===== src/design/rpip_pkg.sv =====
`timescale 1ns / 1ps
// types, sizes and codes shared by the point-in-polygon cells and the top level
// no dependencies

package rpip_pkg;

    localparam int MAX_VERTICES  = 64;
    localparam int MAX_OBSTACLES = 16;
    localparam int COORD_BITS    = 12;

    localparam int VCOUNT_W = $clog2(MAX_VERTICES + 1);
    localparam int OCOUNT_W = $clog2(MAX_OBSTACLES + 1);
    localparam int SLOT_W   = 6;
    localparam int HALF_W   = COORD_BITS - 1;

    typedef logic [COORD_BITS-1:0] t_coord;
    typedef logic [HALF_W-1:0]     t_half;

    typedef enum logic [1:0] {
        OP_LOAD_VERTEX   = 2'd0,
        OP_LOAD_OBSTACLE = 2'd1,
        OP_QUERY         = 2'd2,
        OP_UNUSED        = 2'd3
    } t_op;

    typedef enum logic {
        REG_VERTEX_COUNT   = 1'b0,
        REG_OBSTACLE_COUNT = 1'b1
    } t_reg;

    // query token travelling down the row of cells
    typedef struct packed {
        t_coord px;
        t_coord py;
        logic   par_h;
        logic   par_v;
        logic   obs;
    } t_token;

endpackage


===== src/design/rpip_obstacle_cell.sv =====
`timescale 1ns / 1ps
// one obstacle cell: holds a rectangle and marks tokens whose point falls in it
// depends on rpip_pkg

module rpip_obstacle_cell (
    input  logic                  i_clk,
    input  logic                  i_rst_n,
    input  logic                  i_wr_en,
    input  rpip_pkg::t_coord      i_wr_x,
    input  rpip_pkg::t_coord      i_wr_y,
    input  rpip_pkg::t_coord      i_wr_w,
    input  rpip_pkg::t_coord      i_wr_h,
    input  logic                  i_box_en,
    input  logic                  i_adv,
    input  logic                  i_tok_valid,
    input  rpip_pkg::t_token      i_tok,
    output logic                  o_tok_valid,
    output rpip_pkg::t_token      o_tok
);

    rpip_pkg::t_coord r_cx;
    rpip_pkg::t_coord r_cy;
    rpip_pkg::t_half  r_hw;
    rpip_pkg::t_half  r_hh;
    logic             r_tok_valid;
    rpip_pkg::t_token r_tok;
    rpip_pkg::t_token n_tok;
    rpip_pkg::t_coord dx;
    rpip_pkg::t_coord dy;
    logic             hit;

    always_comb begin
        dx  = (i_tok.px >= r_cx) ? i_tok.px - r_cx : r_cx - i_tok.px;
        dy  = (i_tok.py >= r_cy) ? i_tok.py - r_cy : r_cy - i_tok.py;
        hit = i_box_en && dx <= {1'b0, r_hw} && dy <= {1'b0, r_hh};
        n_tok     = i_tok;
        n_tok.obs = i_tok.obs | hit;
    end

    always_ff @(posedge i_clk) begin
        if (i_wr_en) begin
            r_cx <= i_wr_x;
            r_cy <= i_wr_y;
            r_hw <= i_wr_w[rpip_pkg::COORD_BITS-1:1];
            r_hh <= i_wr_h[rpip_pkg::COORD_BITS-1:1];
        end
        if (i_adv) begin
            r_tok <= n_tok;
        end
    end

    always_ff @(posedge i_clk) begin
        if (!i_rst_n) begin
            r_tok_valid <= 1'b0;
        end else if (i_adv) begin
            r_tok_valid <= i_tok_valid;
        end
    end

    assign o_tok_valid = r_tok_valid;
    assign o_tok       = r_tok;

endmodule


===== config.mk =====
export PLATFORM = sky130hd
export DESIGN_NAME = rpip_obstacle_cell
export DESIGN_NICKNAME = d
export VERILOG_FILES = /design/src/design/rpip_pkg.sv /design/src/design/rpip_obstacle_cell.sv
export SDC_FILE = /design/constraint.sdc
export NUM_CORES = 1
export LEC_CHECK = 0
export BUFFER_PORTS_ARGS = -buffer_cell sky130_fd_sc_hd__buf_4
export CELL_PAD_IN_SITES_DETAIL_PLACEMENT = 1
export CELL_PAD_IN_SITES_GLOBAL_PLACEMENT = 2
export CORE_MARGIN = 2
export CORE_UTILIZATION = 35
export CTS_CLUSTER_DIAMETER = 150
export DETAILED_ROUTE_END_ITERATION = 8
export GPL_ROUTABILITY_DRIVEN = 1
export PLACE_DENSITY = 0.89
export SETUP_SLACK_MARGIN = 0.05
export SLEW_MARGIN = 20
export SYNTH_ARGS = -nofsm -noshare
export SYNTH_HDL_FRONTEND = slang
export SYNTH_SLANG_ARGS = --single-unit

===== constraint.sdc =====
create_clock -name i_clk -period 5.2 [get_ports i_clk]
set_input_delay 0.52 -clock i_clk [delete_from_list [all_inputs] [get_ports i_clk]]
set_output_delay 0.52 -clock i_clk [all_outputs]
set_load 0.01 [all_outputs]

==> PnR_summary.wiki <==
{| class="wikitable"
! Metric !! Value
|-
| Static leakage power || 2.95 nW
|-
| Antenna-violating nets left || 0
|-
| Crit Path Max Fanout || 9
|-
| Die Y-Extent || 126 microns
|-
| Per-cell via count in the routed design || 5.08
|-
| VDD IR-drop max || 0.174 mV
|-
| Number of buffers on the longest clock path || 2
|-
| Number of setup buffers added after CTS || 0
|-
| # nets final || 741
|-
| Clock buffer count from CTS || 9
|-
| Comb power frac || 32.3%
|-
| Wire length of the first global-routing pass || 21300 microns
|-
| Pre-CTS WS || 567 ps
|-
| Syn Inst Count || 483
|-
| Slew of the pin with the lowest slew margin || 649 ps
|-
| Layout cell share with drive strength beyond 1 || 23.6%
|-
| Hold path startpoint || i_wr_x[4]
|-
| Timing-limited maximum frequency || 0.231 GHz
|-
| Final instance count without filler cells || 777
|-
| Internal power component || 1.39 mW
|-
| Launching element type of the critical path || flip-flop
|-
| Vias in the first global route || 4410
|-
| Number of pins with negative max-slew slack in the final report || 0
|-
| Summed negative setup slack over all endpoints || 0 ps
|-
| Hold WS || 350 ps
|-
| Switching power || 617 uW
|-
| Sequential fraction of the synthesis area || 42.7%
|-
| Initial standard-cell utilization of the core || 35.8%
|-
| Detailed placer's ending HPWL || 10100 microns
|-
| Post-Syn Area per Cell || 10.7 sq um
|-
| Core Footprint || 14500 sq um
|-
| Worst R2R Path Depth || 15
|-
| Wire length per cell || 16.5 microns
|-
| Antenna violations before repair || 0
|-
| Horiz. Die Dim || 126 microns
|-
| Most common flop cell mapped by yosys || sky130_fd_sc_hd__edfxtp_1
|-
| Critical Path End Type || flip-flop
|-
| Final weighted congestion in routability-driven placement || 0.857
|-
| Switching portion of total power || 30.8%
|-
| Count of cells along the worst hold path || 1
|-
| CTS Sinks || 74
|-
| Initial DRC count || 141
|-
| # resized after CTS || 0
|-
| Count of distinct cell types in the synthesized netlist || 64
|-
| Share of the cycle needed by the critical path after routing || 83.1%
|-
| Top area cells in the synthesized netlist || sky130_fd_sc_hd__edfxtp_1, sky130_fd_sc_hd__ha_1, sky130_fd_sc_hd__inv_1
|-
| Total number of vias || 3944
|-
| Number of cells in the design after placement || 761
|-
| Final number of hold-violating endpoints || 0
|-
| TritonCTS clock tree || done
|-
| First-pass iteration count of the detailed router || 4
|-
| EDFF count, synth || 73
|-
| Synth warn || 0
|-
| Arrival time of the worst setup path || 4420 ps
|-
| Total of flip-flops plus latches after synthesis || 74
|-
| Cell type with the largest total area after synthesis || sky130_fd_sc_hd__edfxtp_1
|-
| Tmin final || 4320 ps
|-
| Number of maximum-capacitance violations || 0
|-
| Worst-case headroom to the max-slew limit || 56.8%
|-
| Outcome || finished clean
|-
| Hold buffer count at cts || 0
|-
| Antenna cell count || 0
|-
| Residual overflow from global routing || 0
|-
| Clk_skew || 8.61 ps
|-
| Sequential share of power || 36.3%
|-
| Power per cell area || 312 nW/um^2
|-
| Clock latency on the worst-skew pair || 340 ps
|-
| Area Overhead vs Synth || 24.1%
|-
| Data required, critical path || 5300 ps
|-
| Routed WL || 12900 microns
|-
| Die outline area || 15800 sq um
|-
| Pin count of the biggest net entering global routing || 47
|-
| Io pins || 109
|-
| Fraction of synthesized cell area taken by the top area cell type || 42.3%
|-
| Capture instance of the worst register-to-register path || o_tok[0]
|-
| Root buffer selected by CTS || sky130_fd_sc_hd__clkbuf_16
|-
| Cell area after synthesis || 5180 sq um
|-
| Overall Power || 2.00 mW
|-
| Total routing resource utilization after global routing || 17.1%
|-
| Total DRC errors in the routed layout || 0
|-
| Post-synth ARST share || 0%
|-
| Post-place instance area || 6120 sq um
|-
| Number of standard-cell rows in the floorplan || 44
|-
| Min-Delay Endpoint || r_cx[4]
|-
| Setup repair after global routing missed its margin || no
|-
| Setup slack after layout || 880 ps
|-
| Utilization after layout || 44.3%
|-
| Count of buffers from port buffering || 106
|-
| Startpoint of the lowest-slack register-to-register path || r_cx[5]
|-
| Category of the most critical setup path || reg2reg
|-
| Number of nets in the synthesized netlist || 636
|-
| Setup violators final || 0
|-
| Clock-pin slew on the worst setup and hold paths || 60 ps
|-
| Path class of the lowest-slack min-delay path || in2reg
|-
| Clk pwr share || 31.4%
|-
| Final instance area || 6420 sq um
|-
| Number of levels the H-tree was split into || 3
|-
| R2R Setup Slk || 880 ps
|}
==> worst max-delay path by stage <==
stage               startpoint       end  slack, ps  depth (start not counted)
finish                 r_cx[5]  o_tok[0]        880                         15
floorplan             i_tok[3]  o_tok[0]       1060                         20
global route           r_cy[0]  o_tok[0]        520                         18
detailed placement    i_tok[3]  o_tok[0]        570                         20
global placement      i_tok[3]  o_tok[0]        610                         20
CTS                    r_cx[5]  o_tok[0]        860                         15
==> worst max-delay path, stage by stage (launching register included) <==
cell and delay [ps]:
sky130_fd_sc_hd__edfxtp_1 390, sky130_fd_sc_hd__ha_1 460, sky130_fd_sc_hd__a21oi_2 310, sky130_fd_sc_hd__o21ai_2 120, sky130_fd_sc_hd__a2111oi_4 490, sky130_fd_sc_hd__or2_1 220, sky130_fd_sc_hd__mux2i_1 300, sky130_fd_sc_hd__a2bb2oi_1 280
sky130_fd_sc_hd__o211ai_2 120, sky130_fd_sc_hd__xor2_1 180, sky130_fd_sc_hd__ha_1 330, sky130_fd_sc_hd__o2111ai_1 120, sky130_fd_sc_hd__a21oi_1 150, sky130_fd_sc_hd__nor4_1 70, sky130_fd_sc_hd__o32a_1 350, sky130_fd_sc_hd__a31o_1 180
==> state kept, by name (all words and copies together), names as in the netlist <==
register	cells
r_hh	11
o_tok_valid	1
r_hw	11
r_cx	12
o_tok	27
r_cy	12
==> synthesized netlist by cell type, types with 2 or more instances <==
cell	n
sky130_fd_sc_hd__a211o_1	3
sky130_fd_sc_hd__a211oi_1	4
sky130_fd_sc_hd__a21boi_0	3
sky130_fd_sc_hd__a21o_1	12
sky130_fd_sc_hd__a21oi_1	32
sky130_fd_sc_hd__a2bb2oi_1	3
sky130_fd_sc_hd__a31oi_1	6
sky130_fd_sc_hd__and3_1	2
sky130_fd_sc_hd__buf_2	6
sky130_fd_sc_hd__buf_4	3
sky130_fd_sc_hd__buf_6	4
sky130_fd_sc_hd__clkbuf_1	3
sky130_fd_sc_hd__edfxtp_1	73
sky130_fd_sc_hd__fa_1	4
sky130_fd_sc_hd__ha_1	68
sky130_fd_sc_hd__inv_1	81
sky130_fd_sc_hd__mux2i_1	9
sky130_fd_sc_hd__nand2_1	13
sky130_fd_sc_hd__nand2b_1	6
sky130_fd_sc_hd__nand3_1	7
sky130_fd_sc_hd__nand4_1	9
sky130_fd_sc_hd__nor2_1	28
sky130_fd_sc_hd__nor2b_1	7
sky130_fd_sc_hd__nor3_1	10
sky130_fd_sc_hd__o2111ai_1	2
sky130_fd_sc_hd__o211ai_1	2
sky130_fd_sc_hd__o211ai_2	2
sky130_fd_sc_hd__o21a_1	4
sky130_fd_sc_hd__o21ai_0	16
sky130_fd_sc_hd__o21bai_1	3
sky130_fd_sc_hd__o31ai_1	2
sky130_fd_sc_hd__o32a_1	2
sky130_fd_sc_hd__or3_1	5
sky130_fd_sc_hd__xnor2_1	13
sky130_fd_sc_hd__xor2_1	7
==> per-layer routing <==
metal,part of all wire [%],up-vias,track usage [%],routed length (microns)
met5,0,-,0,0
met4,1.2,0,3.92,159
met3,3.9,13,4.84,506
met2,55,83,32.7,7030
met1,40,1928,18.6,5160
li1,-,1920,-,-
==> power by group through the flow <==
| stage | logic (mW) | clock network, mW | registers, mW |
|---|---|---|---|
| CTS | 0.655 | 0.652 | 0.730 |
| detailed placement | 0.651 | 0 | 0.741 |
| global placement | 0.630 | 0 | 0.739 |
| global route | 0.728 | 0.676 | 0.734 |
| finish | 0.647 | 0.629 | 0.729 |
| floorplan | 0.434 | 0 | 0.745 |
==> final cells by class <==
cell class,count,area [sq um]
fillers,1624,8060
multi-input cells,312,2550
flip-flops and latches,74,2210
repair buffers,110,826
inverters,81,304
clock buffers,11,243
well taps,184,230
clock inverters,5,55.1
==> placed cells by master (no fill, tap or decap), types with 7 or more instances in the layout <==
cell type and n:
sky130_fd_sc_hd__o21ai_0 16, sky130_fd_sc_hd__a21o_1 12, sky130_fd_sc_hd__nor2b_1 7, sky130_fd_sc_hd__buf_4 110, sky130_fd_sc_hd__a21oi_1 32, sky130_fd_sc_hd__nor3_1 10, sky130_fd_sc_hd__mux2i_1 9, sky130_fd_sc_hd__xnor2_1 13
sky130_fd_sc_hd__clkbuf_16 9, sky130_fd_sc_hd__nand2_1 13, sky130_fd_sc_hd__nand3_1 7, sky130_fd_sc_hd__xor2_1 7, sky130_fd_sc_hd__inv_1 81, sky130_fd_sc_hd__nand4_1 9, sky130_fd_sc_hd__nor2_1 28, sky130_fd_sc_hd__edfxtp_1 73
sky130_fd_sc_hd__ha_1 68
==> cell families after synthesis <==
logic type / synth area share, %
flip-flops: 42.7
buffers and inverters: 7.98
XOR/XNOR: 3.38
AO/OA/AOI/OAI: 15.9
adder cells (fa/ha/maj): 18.0
multiplexers: 2.25
AND/OR/NAND/NOR: 9.74
Power figures use the tool's default switching activity.
