===== src/design/rpip_pkg.sv =====
`timescale 1ns / 1ps
// types, sizes and codes shared by the point-in-polygon cells and the top level
// no dependencies

package rpip_pkg;

    localparam int MAX_VERTICES  = 64;
    localparam int MAX_OBSTACLES = 16;
    localparam int COORD_BITS    = 12;

    localparam int VCOUNT_W = $clog2(MAX_VERTICES + 1);
    localparam int OCOUNT_W = $clog2(MAX_OBSTACLES + 1);
    localparam int SLOT_W   = 6;
    localparam int HALF_W   = COORD_BITS - 1;

    typedef logic [COORD_BITS-1:0] t_coord;
    typedef logic [HALF_W-1:0]     t_half;

    typedef enum logic [1:0] {
        OP_LOAD_VERTEX   = 2'd0,
        OP_LOAD_OBSTACLE = 2'd1,
        OP_QUERY         = 2'd2,
        OP_UNUSED        = 2'd3
    } t_op;

    typedef enum logic {
        REG_VERTEX_COUNT   = 1'b0,
        REG_OBSTACLE_COUNT = 1'b1
    } t_reg;

    // query token travelling down the row of cells
    typedef struct packed {
        t_coord px;
        t_coord py;
        logic   par_h;
        logic   par_v;
        logic   obs;
    } t_token;

endpackage


===== src/design/rpip_vertex_cell.sv =====
`timescale 1ns / 1ps
// one contour cell: holds a vertex and tests the edge to its neighbour's vertex
// depends on rpip_pkg

module rpip_vertex_cell (
    input  logic                  i_clk,
    input  logic                  i_rst_n,
    input  logic                  i_wr_en,
    input  rpip_pkg::t_coord      i_wr_x,
    input  rpip_pkg::t_coord      i_wr_y,
    input  logic                  i_edge_en,
    input  rpip_pkg::t_coord      i_next_x,
    input  rpip_pkg::t_coord      i_next_y,
    input  logic                  i_adv,
    input  logic                  i_tok_valid,
    input  rpip_pkg::t_token      i_tok,
    output rpip_pkg::t_coord      o_x,
    output rpip_pkg::t_coord      o_y,
    output logic                  o_tok_valid,
    output rpip_pkg::t_token      o_tok
);

    rpip_pkg::t_coord r_x;
    rpip_pkg::t_coord r_y;
    logic             r_tok_valid;
    rpip_pkg::t_token r_tok;
    rpip_pkg::t_token n_tok;
    logic             ystr;
    logic             xstr;
    logic             hit_h;
    logic             hit_v;

    always_comb begin
        ystr  = (r_y < i_tok.py && i_next_y >= i_tok.py)
             || (i_next_y < i_tok.py && r_y >= i_tok.py);
        xstr  = (r_x < i_tok.px && i_next_x >= i_tok.px)
             || (i_next_x < i_tok.px && r_x >= i_tok.px);
        hit_h = i_edge_en && r_x > i_tok.px && i_next_x > i_tok.px && ystr
             && r_y != i_next_y;
        hit_v = i_edge_en && xstr && r_y < i_tok.py && i_next_y < i_tok.py
             && r_x != i_next_x;
        n_tok       = i_tok;
        n_tok.par_h = i_tok.par_h ^ hit_h;
        n_tok.par_v = i_tok.par_v ^ hit_v;
    end

    always_ff @(posedge i_clk) begin
        if (i_wr_en) begin
            r_x <= i_wr_x;
            r_y <= i_wr_y;
        end
        if (i_adv) begin
            r_tok <= n_tok;
        end
    end

    always_ff @(posedge i_clk) begin
        if (!i_rst_n) begin
            r_tok_valid <= 1'b0;
        end else if (i_adv) begin
            r_tok_valid <= i_tok_valid;
        end
    end

    assign o_x         = r_x;
    assign o_y         = r_y;
    assign o_tok_valid = r_tok_valid;
    assign o_tok       = r_tok;

endmodule


===== config.mk =====
export PLATFORM = sky130hd
export DESIGN_NAME = rpip_vertex_cell
export DESIGN_NICKNAME = d
export VERILOG_FILES = /design/src/design/rpip_pkg.sv /design/src/design/rpip_vertex_cell.sv
export SDC_FILE = /design/constraint.sdc
export NUM_CORES = 1
export LEC_CHECK = 0
export BUFFER_PORTS_ARGS = -buffer_cell sky130_fd_sc_hd__buf_2
export CAP_MARGIN = 20
export CORE_UTILIZATION = 51
export DETAILED_ROUTE_END_ITERATION = 10
export PLACE_DENSITY = 0.85
export SKIP_CTS_REPAIR_TIMING = 1
export SLEW_MARGIN = 10
export SYNTH_ARGS = -nofsm -noshare
export SYNTH_HDL_FRONTEND = slang
export SYNTH_SLANG_ARGS = --single-unit

===== constraint.sdc =====
create_clock -name i_clk -period 3.6 [get_ports i_clk]
set_input_delay 0.18 -clock i_clk [delete_from_list [all_inputs] [get_ports i_clk]]
set_output_delay 0.18 -clock i_clk [all_outputs]
set_load 0.03 [all_outputs]

==> metrics.md, run 1 <==
| Metric | Value |
|---|---|
| Diode count | `0` |
| Post-route design area | `3890 sq um` |
| Slew margin rel. | `52.2%` |
| Core footprint | `5610 sq um` |
| Clk slew on worst S/H paths | `0.10 ns` |
| CP Launch Point | `o_y[10]` |
| Starting Density | `54.1%` |
| Leak | `0.00184 uW` |
| Fin Setup TNS | `0 ns` |
| Final Net Count | `499` |
| Post-Route WL | `7.26 mm` |
| Row Count | `27` |
| Synth Area in XOR/XNOR | `7.50%` |
| Final antenna-violating net count | `0` |
| Synth area leader | `edfxtp_1` |
| Synth warn | `0` |
| Seq/Total Area, Yosys | `51.1%` |
| Net Count, Synth | `360` |
| Reg2Reg Launch Point | `o_y[10]` |
| Minimum clock period | `2.35 ns` |
| CP cell instances | `ha_1, and4_1, nand4_1, a21oi_1, a2111oi_4, o2111a_1, o21ai_1, xnor2_1` |
| R2r endpoint | `o_tok[2]` |
| Max Freq | `0.425 GHz` |
| Status | `completed` |
| Cell Int Power | `1070 uW` |
| DRC violation count after routing | `0` |
| Worst hold slack | `0.0279 ns` |
| GRT met2 Usage | `40.7%` |
| Worst-margin pin slew | `0.718 ns` |
| WL/cell | `16.4 um` |
| Antenna violations before repair | `0` |
| Simple-Gate Fraction of Synth Area | `7.46%` |
| Sink Count | `52` |
| Switch share | `30.3%` |
| Die area | `6270 sq um` |
| Final setup viols | `0` |
| Critical path type | `reg2reg` |
| Number of global-route vias before repair | `2387` |
| IO Pins | `133` |
| Met3 GRT Util | `5.06%` |
| Layout cell share with drive strength beyond 1 | `38.8%` |
| Min-Delay Path Class | `in2reg` |
| Gate power share | `25.4%` |
| Power density over cell area | `396 nW/um^2` |
| TritonRoute pass-1 iters | `4` |
| Slowest cell delay on critical path | `0.46 ns` |
| End of the critical path | `o_tok[2]` |
| Sequential Power Share | `48.5%` |
| Synth Flop Type | `edfxtp_1` |
| GRT overflow | `0` |
| Largest family of logic cells by synthesized area | `adder cells` |
| Arrival time at the worst endpoint | `2.43 ns` |
| Crit end category | `register` |
| Synth area leaders | `edfxtp_1, ha_1, xnor2_1` |
| Synth Area in Adders | `19.8%` |
| GRT Util Overall | `23.8%` |
| Die H | `79.2 um` |
| Synth top area share | `50.4%` |
| Clock Skews | `0.0110 ns` |
| Netlist cell types | `32` |
| Critical Path Source Type | `register` |
| Longest Clk Path Bufs | `2` |
| Final Hold Viols | `0` |
| Psw | `466 uW` |
| Synth Instances | `231` |
| Post-detail-place hpwl | `5.79 mm` |
| Slew Viols, Final | `0` |
| Yosys reg bits | `52` |
| Peak supply drop | `0.252 mV` |
| Initial DRC count | `101` |
| Final core utilization | `69.5%` |
| Slowest library cell on the worst path | `edfxtp_1` |
| Multiplexer share of the synthesized area | `0.330%` |
| Worst reg2reg path depth | `8` |
| Routed vias/inst | `5.30` |
| Worst R2R Setup Slack | `1.25 ns` |
| Compound-cell area share of the yosys netlist | `10.6%` |
| Top cells by count, synth | `edfxtp_1, ha_1, inv_1` |
| CP max FO | `3` |
| Post-DP Area | `3790 sq um` |
| Final Wtd Congestion | `0.835` |
| Max_cap viols | `0` |
| Final period utilization | `65.3%` |
| Critical Path RT | `3.68 ns` |
| Count leader, synth | `edfxtp_1` |
| Die width | `79.2 um` |
| Total CTS buffers | `5` |
| CTS tree | `yes` |
| Largest net degree at the start of global routing | `29` |
| CTS Root Cell | `clkbuf_8` |
| GRT busiest layer | `met2` |
| M1 GR Usage | `29.7%` |
| H-tree levels | `2` |
| Total vias in the final route | `2346` |
| Netlist Area Pre-Place | `3040 sq um` |
| Clock share of power | `26.1%` |
| Syn avg cell area | `13.1 sq um` |
| First-pass GRT wire length | `11.3 mm` |
| RSZ-0062 raised after global routing | `no` |
| Port bufs | `132` |
| Latest clock arrival within the worst-skew pair | `0.32 ns` |
| Number of enable flip-flop cells after synthesis | `51` |
| Ys async rst share | `0%` |
| Area grow syn2layout | `28.3%` |
power groups by stage:
| stage | registers [uW] | logic, uW | clock network (uW) |
|---|---|---|---|
| finish | 747 | 391 | 403 |
| detailed placement | 761 | 388 | 0 |
| global route | 752 | 425 | 425 |
| floorplan | 854 | 142 | 0 |
| CTS | 747 | 392 | 409 |
| global placement | 757 | 377 | 0 |
cell type report:
class                      count  area (sq um)
inverter                      26          97.6
sequential                    52          1550
multi-input combinational    153          1390
fill                         457          1710
clock buffer                   6          72.6
clock inverter                 2          35.0
timing repair buffer         132           661
tap                           72          90.1
per-layer routing:
metal  wire length [um]  part of all wire [%]
met3                430                   5.9
met2               3620                    50
met4                 82                   1.1
met1               3120                    43
met5                  0                     0
through the flow:
stage | setup WS, ns | instances | power [uW]
final | 1.25 | 443 | 1540
after global routing | 1.10 | 443 | 1600
after CTS | 1.25 | 443 | 1550
after detailed placement | 1.28 | 435 | 1150
after global placement | 1.32 | 435 | 1130
after floorplan | 1.19 | 231 | 996
logic make-up after synthesis:
logic type,after synthesis
compound gates,40
xor+xnor,26
fa+ha+maj,48
buf+inv,26
flops,52
mux,1
simple gates,38
worst min-delay path by stage:
stage | startpoint | endpoint | slack (ns) | cells past startpoint
after global routing | i_wr_y[3] | o_y[3] | 0.03 | 1
after detailed placement | i_wr_x[3] | o_x[3] | 0.36 | 1
final | i_wr_y[4] | o_y[4] | 0.03 | 1
after CTS | i_wr_y[4] | o_y[4] | 0.03 | 1
after global placement | i_wr_x[2] | o_x[2] | 0.36 | 1
after floorplan | i_tok[0] | o_tok[0] | 0.28 | 0
cell usage in the layout, fill, tap and decap left out, drive strengths merged, types with 2 or more instances in the layout:
cell       n
a2111o     2
a2111oi    2
a21boi     3
a21o       4
a21oi     15
a221o      2
and2       2
and4       3
buf      132
clkbuf     6
edfxtp    51
ha        48
inv       26
nand2      4
nand3      7
nand4     12
nor2b      5
nor4       3
o2111a     2
o211ai     4
o21ai      2
xnor2     13
xor2      13
worst max-delay path: cells and delay by family (launching register included):
| family | cells | cell delay [ns] |
|---|---|---|
| flip-flops | 1 | 0.46 |
| XOR/XNOR | 1 | 0.13 |
| adder cells (fa/ha/maj) | 1 | 0.34 |
| AO/OA/AOI/OAI | 4 | 0.77 |
| AND/OR/NAND/NOR | 2 | 0.41 |
flip-flops by register name, indices dropped and copies added, names as in the netlist:
name	cells
o_tok	27
o_y	12
o_tok_valid	1
o_x	12
Power figures use the tool's default switching activity.
==> run 2: changes to the inputs <==
--- a/config.mk
+++ b/config.mk
@@ -5,11 +5,12 @@
 export SDC_FILE = /design/constraint.sdc
 export NUM_CORES = 1
 export LEC_CHECK = 0
+export ABC_AREA = 1
 export BUFFER_PORTS_ARGS = -buffer_cell sky130_fd_sc_hd__buf_2
 export CAP_MARGIN = 20
-export CORE_UTILIZATION = 51
+export CORE_UTILIZATION = 44
 export DETAILED_ROUTE_END_ITERATION = 10
-export PLACE_DENSITY = 0.85
+export PLACE_DENSITY = 0.77
 export SKIP_CTS_REPAIR_TIMING = 1
 export SLEW_MARGIN = 10
 export SYNTH_ARGS = -nofsm -noshare
==> constraint.sdc (replaced) <==
create_clock -name i_clk -period 2.1 [get_ports i_clk]
set_input_delay 0.105 -clock i_clk [delete_from_list [all_inputs] [get_ports i_clk]]
set_output_delay 0.105 -clock i_clk [all_outputs]
set_load 0.03 [all_outputs]
==> metrics.md, run 2 <==
| Metric | Value |
|---|---|
| Status | `completed` |
| Starting Density | `45.2% (-9.0 points)` |
| Synth Flop Type | `edfxtp_1` |
| Final period utilization | `90.4%` |
| Layout cell share with drive strength beyond 1 | `27.5% (-11 points)` |
| Antenna violations before repair | `0 (unchanged)` |
| Post-route design area | `4600 sq um (+18%)` |
| Power density over cell area | `598 nW/um^2 (+51%)` |
| Ys async rst share | `0% (unchanged)` |
| Max Freq | `0.527 GHz` |
| Clock Skews | `0.00622 ns (-0.00478 ns)` |
| Worst-margin pin slew | `0.737 ns (+0.0194 ns)` |
| Simple-Gate Fraction of Synth Area | `16.8% (+9.3 points)` |
| Peak supply drop | `0.292 mV (+16%)` |
| Die H | `88.1 um (+11%)` |
| Initial DRC count | `102 (+0.99%)` |
| IO Pins | `133 (unchanged)` |
| Routed vias/inst | `4.63 (-13%)` |
| Worst hold slack | `0.00811 ns (-0.0198 ns)` |
| Synth top area share | `47.0% (-3.4 points)` |
| Top cells by count, synth | `nand2_1, inv_1, edfxtp_1` |
| Compound-cell area share of the yosys netlist | `4.69% (-5.9 points)` |
| Die width | `88.1 um (+11%)` |
| Post-detail-place hpwl | `6.11 mm (+5.6%)` |
| Synth Instances | `343 (+48%)` |
| Synth Area in Adders | `18.4% (-1.3 points)` |
| Clk slew on worst S/H paths | `0.09 ns (about the same)` |
| Final Non-Filler Cells | `627 (+42%)` |
| Number of global-route vias before repair | `2660 (+11%)` |
| Register area | `1550 sq um (unchanged)` |
| GRT overflow | `0 (unchanged)` |
| Largest net degree at the start of global routing | `30 (+3.4%)` |
| CTS tree | `yes` |
| Latest clock arrival within the worst-skew pair | `0.31 ns (about the same)` |
| Synth Area in XOR/XNOR | `5.91% (-1.6 points)` |
| Commonest non-fill, non-tap cell in the layout | `buf_2` |
| Arrival time at the worst endpoint | `1.97 ns (-0.46 ns)` |
| TritonRoute pass-1 iters | `4 (unchanged)` |
| Longest Clk Path Bufs | `2 (unchanged)` |
| Total CTS buffers | `5 (unchanged)` |
| DRC violation count after routing | `0 (unchanged)` |
| Final Net Count | `656 (+31%)` |
| First-pass GRT wire length | `11.4 mm (+0.73%)` |
| Yosys reg bits | `52 (unchanged)` |
| Synth warn | `0 (unchanged)` |
| Seq/Total Area, Yosys | `47.6% (-3.5 points)` |
| Critical Path RT | `2.17 ns (-1.51 ns)` |
| Worst hold stages | `1 (unchanged)` |
| Synth area leaders | `edfxtp_1, ha_1, nand2_1` |
| Crit end category | `register` |
| CP max FO | `2 (-1)` |
| Area grow syn2layout | `41.2%` |
| Final antenna-violating net count | `0 (unchanged)` |
| Netlist Area Pre-Place | `3260 sq um (+7.3%)` |
| Final setup viols | `0 (unchanged)` |
| WL/cell | `12.9 um (-21%)` |
| Number of flip-flops in the largest register | `27 (unchanged)` |
| Critical Path Source Type | `input pin` |
| Synth area leader | `edfxtp_1` |
| Slew margin rel. | `50.9% (-1.3 points)` |
| Final Hold Viols | `0 (unchanged)` |
| Slew Viols, Final | `0 (unchanged)` |
| Area of the multi-input gates | `1490 sq um (+7.6%)` |
| CTS Root Cell | `clkbuf_8` |
| Max_cap viols | `0 (unchanged)` |
| Min-Delay Path Class | `in2reg` |
| Largest family of logic cells by synthesized area | `adder cells` |
| Number of enable flip-flop cells after synthesis | `51 (unchanged)` |
| Netlist cell types | `19 (-41%)` |
| GRT Util Overall | `19.4% (-4.4 points)` |
| Final Wtd Congestion | `0.804 (-3.6%)` |
| Total vias in the final route | `2901 (+24%)` |
| Critical path type | `in2reg` |
| Net Count, Synth | `472 (+31%)` |
| Dpl cells | `574 (+32%)` |
| Die area | `7750 sq um (+24%)` |
| Row Count | `31 (+15%)` |
| Post-Route WL | `8.09 mm (+11%)` |
| Worst reg2reg path depth | `12 (+4)` |
| Diode count | `0 (unchanged)` |
| Most frequent cells in the layout | `buf_2, nand2_1, inv_1` |
| Syn avg cell area | `9.50 sq um (-28%)` |
| Port bufs | `132 (unchanged)` |
| Core footprint | `7210 sq um (+29%)` |
| FILL cells | `617 (+35%)` |
| Multiplexer share of the synthesized area | `0% (-0.33 points)` |
| Leak | `0.00237 uW (+29%)` |
| Sink Count | `52 (unchanged)` |
| Post-DP Area | `4040 sq um (+6.7%)` |
| H-tree levels | `2 (unchanged)` |
| Count leader, synth | `nand2_1` |
| Minimum clock period | `1.90 ns` |
==> run 2: changes by cell type in the layout (fill, tap and decap cells not counted), sizes merged, moves of 5 or more <==
cell | before | now
inv | 26 | 56
nand4 | 12 | 2
nor2 | 1 | 32
xnor2 | 13 | 22
dlygate4sd3 | 0 | 45
nor2b | 5 | 0
xor2 | 13 | 0
nand2 | 4 | 91
==> run 2: worst paths after layout <==
kind,startpoint,to,slack [ns]
setup / recovery,i_tok[6],o_tok[1],0.20
setup reg to reg,o_x[7],o_tok[2],0.24
hold / removal,i_tok[20],o_tok[20],0.008
hold reg to reg,o_tok_valid,o_tok_valid,0.55
==> run 2: cells by family (layout without fill, tap and decap cells) <==
| logic type | after synthesis | after routing |
|---|---|---|
| AO/OA/AOI/OAI | 27 | 27 |
| adder cells (fa/ha/maj) | 48 | 48 |
| XOR/XNOR | 22 | 22 |
| buffers and inverters | 57 | 242 |
| flip-flops | 52 | 52 |
| AND/OR/NAND/NOR | 137 | 137 |
==> run 2: metrics by stage <==
step	setup WS [ns]	power (uW)	util [%]	setup TNS [ns]
6_report	0.201	2750	63.8	0
3_3_place_gp	0.299	2000	56.0	0
5_1_grt	-0.00856	2900	63.8	-0.00856
2_1_floorplan	0.218	1760	-	0
3_5_place_dp	0.254	2020	56.0	0
4_1_cts	0.239	2710	57.5	0
==> run 2: routing by layer <==
metal	vias to the layer above	wire (um)	GRT usage [%]	share of wire [%]
met5	-	0	0	0
met4	0	99	6.30	1.2
met3	8	382	4.34	4.7
met2	91	4220	35.7	52
met1	1317	3380	22.3	42
li1	1485	-	-	-
==> run 2: cell type report <==
class	count	area share [%]
Clock inverter	2	0.761
Tap cell	99	2.69
Timing Repair Buffer	177	24.2
Inverter	57	4.65
Sequential cell	52	33.7
Clock buffer	6	1.58
Multi-Input combinational cell	234	32.4
==> run 2: power breakdown <==
part           switching (uW)  internal [uW]
clock network             333            354
registers                47.1           1230
logic                     465            321
==> run 2: critical path, stage by stage <==
cell and delay, ns:
dlygate4sd3_1 0.52, buf_2 0.12, inv_1 0.06, ha_1 0.29, a21oi_1 0.24, a21oi_1 0.10, nor2_1 0.15, nand2_1 0.09
nor2_2 0.12, nand3_1 0.08, nand2_1 0.06, nand2_1 0.04
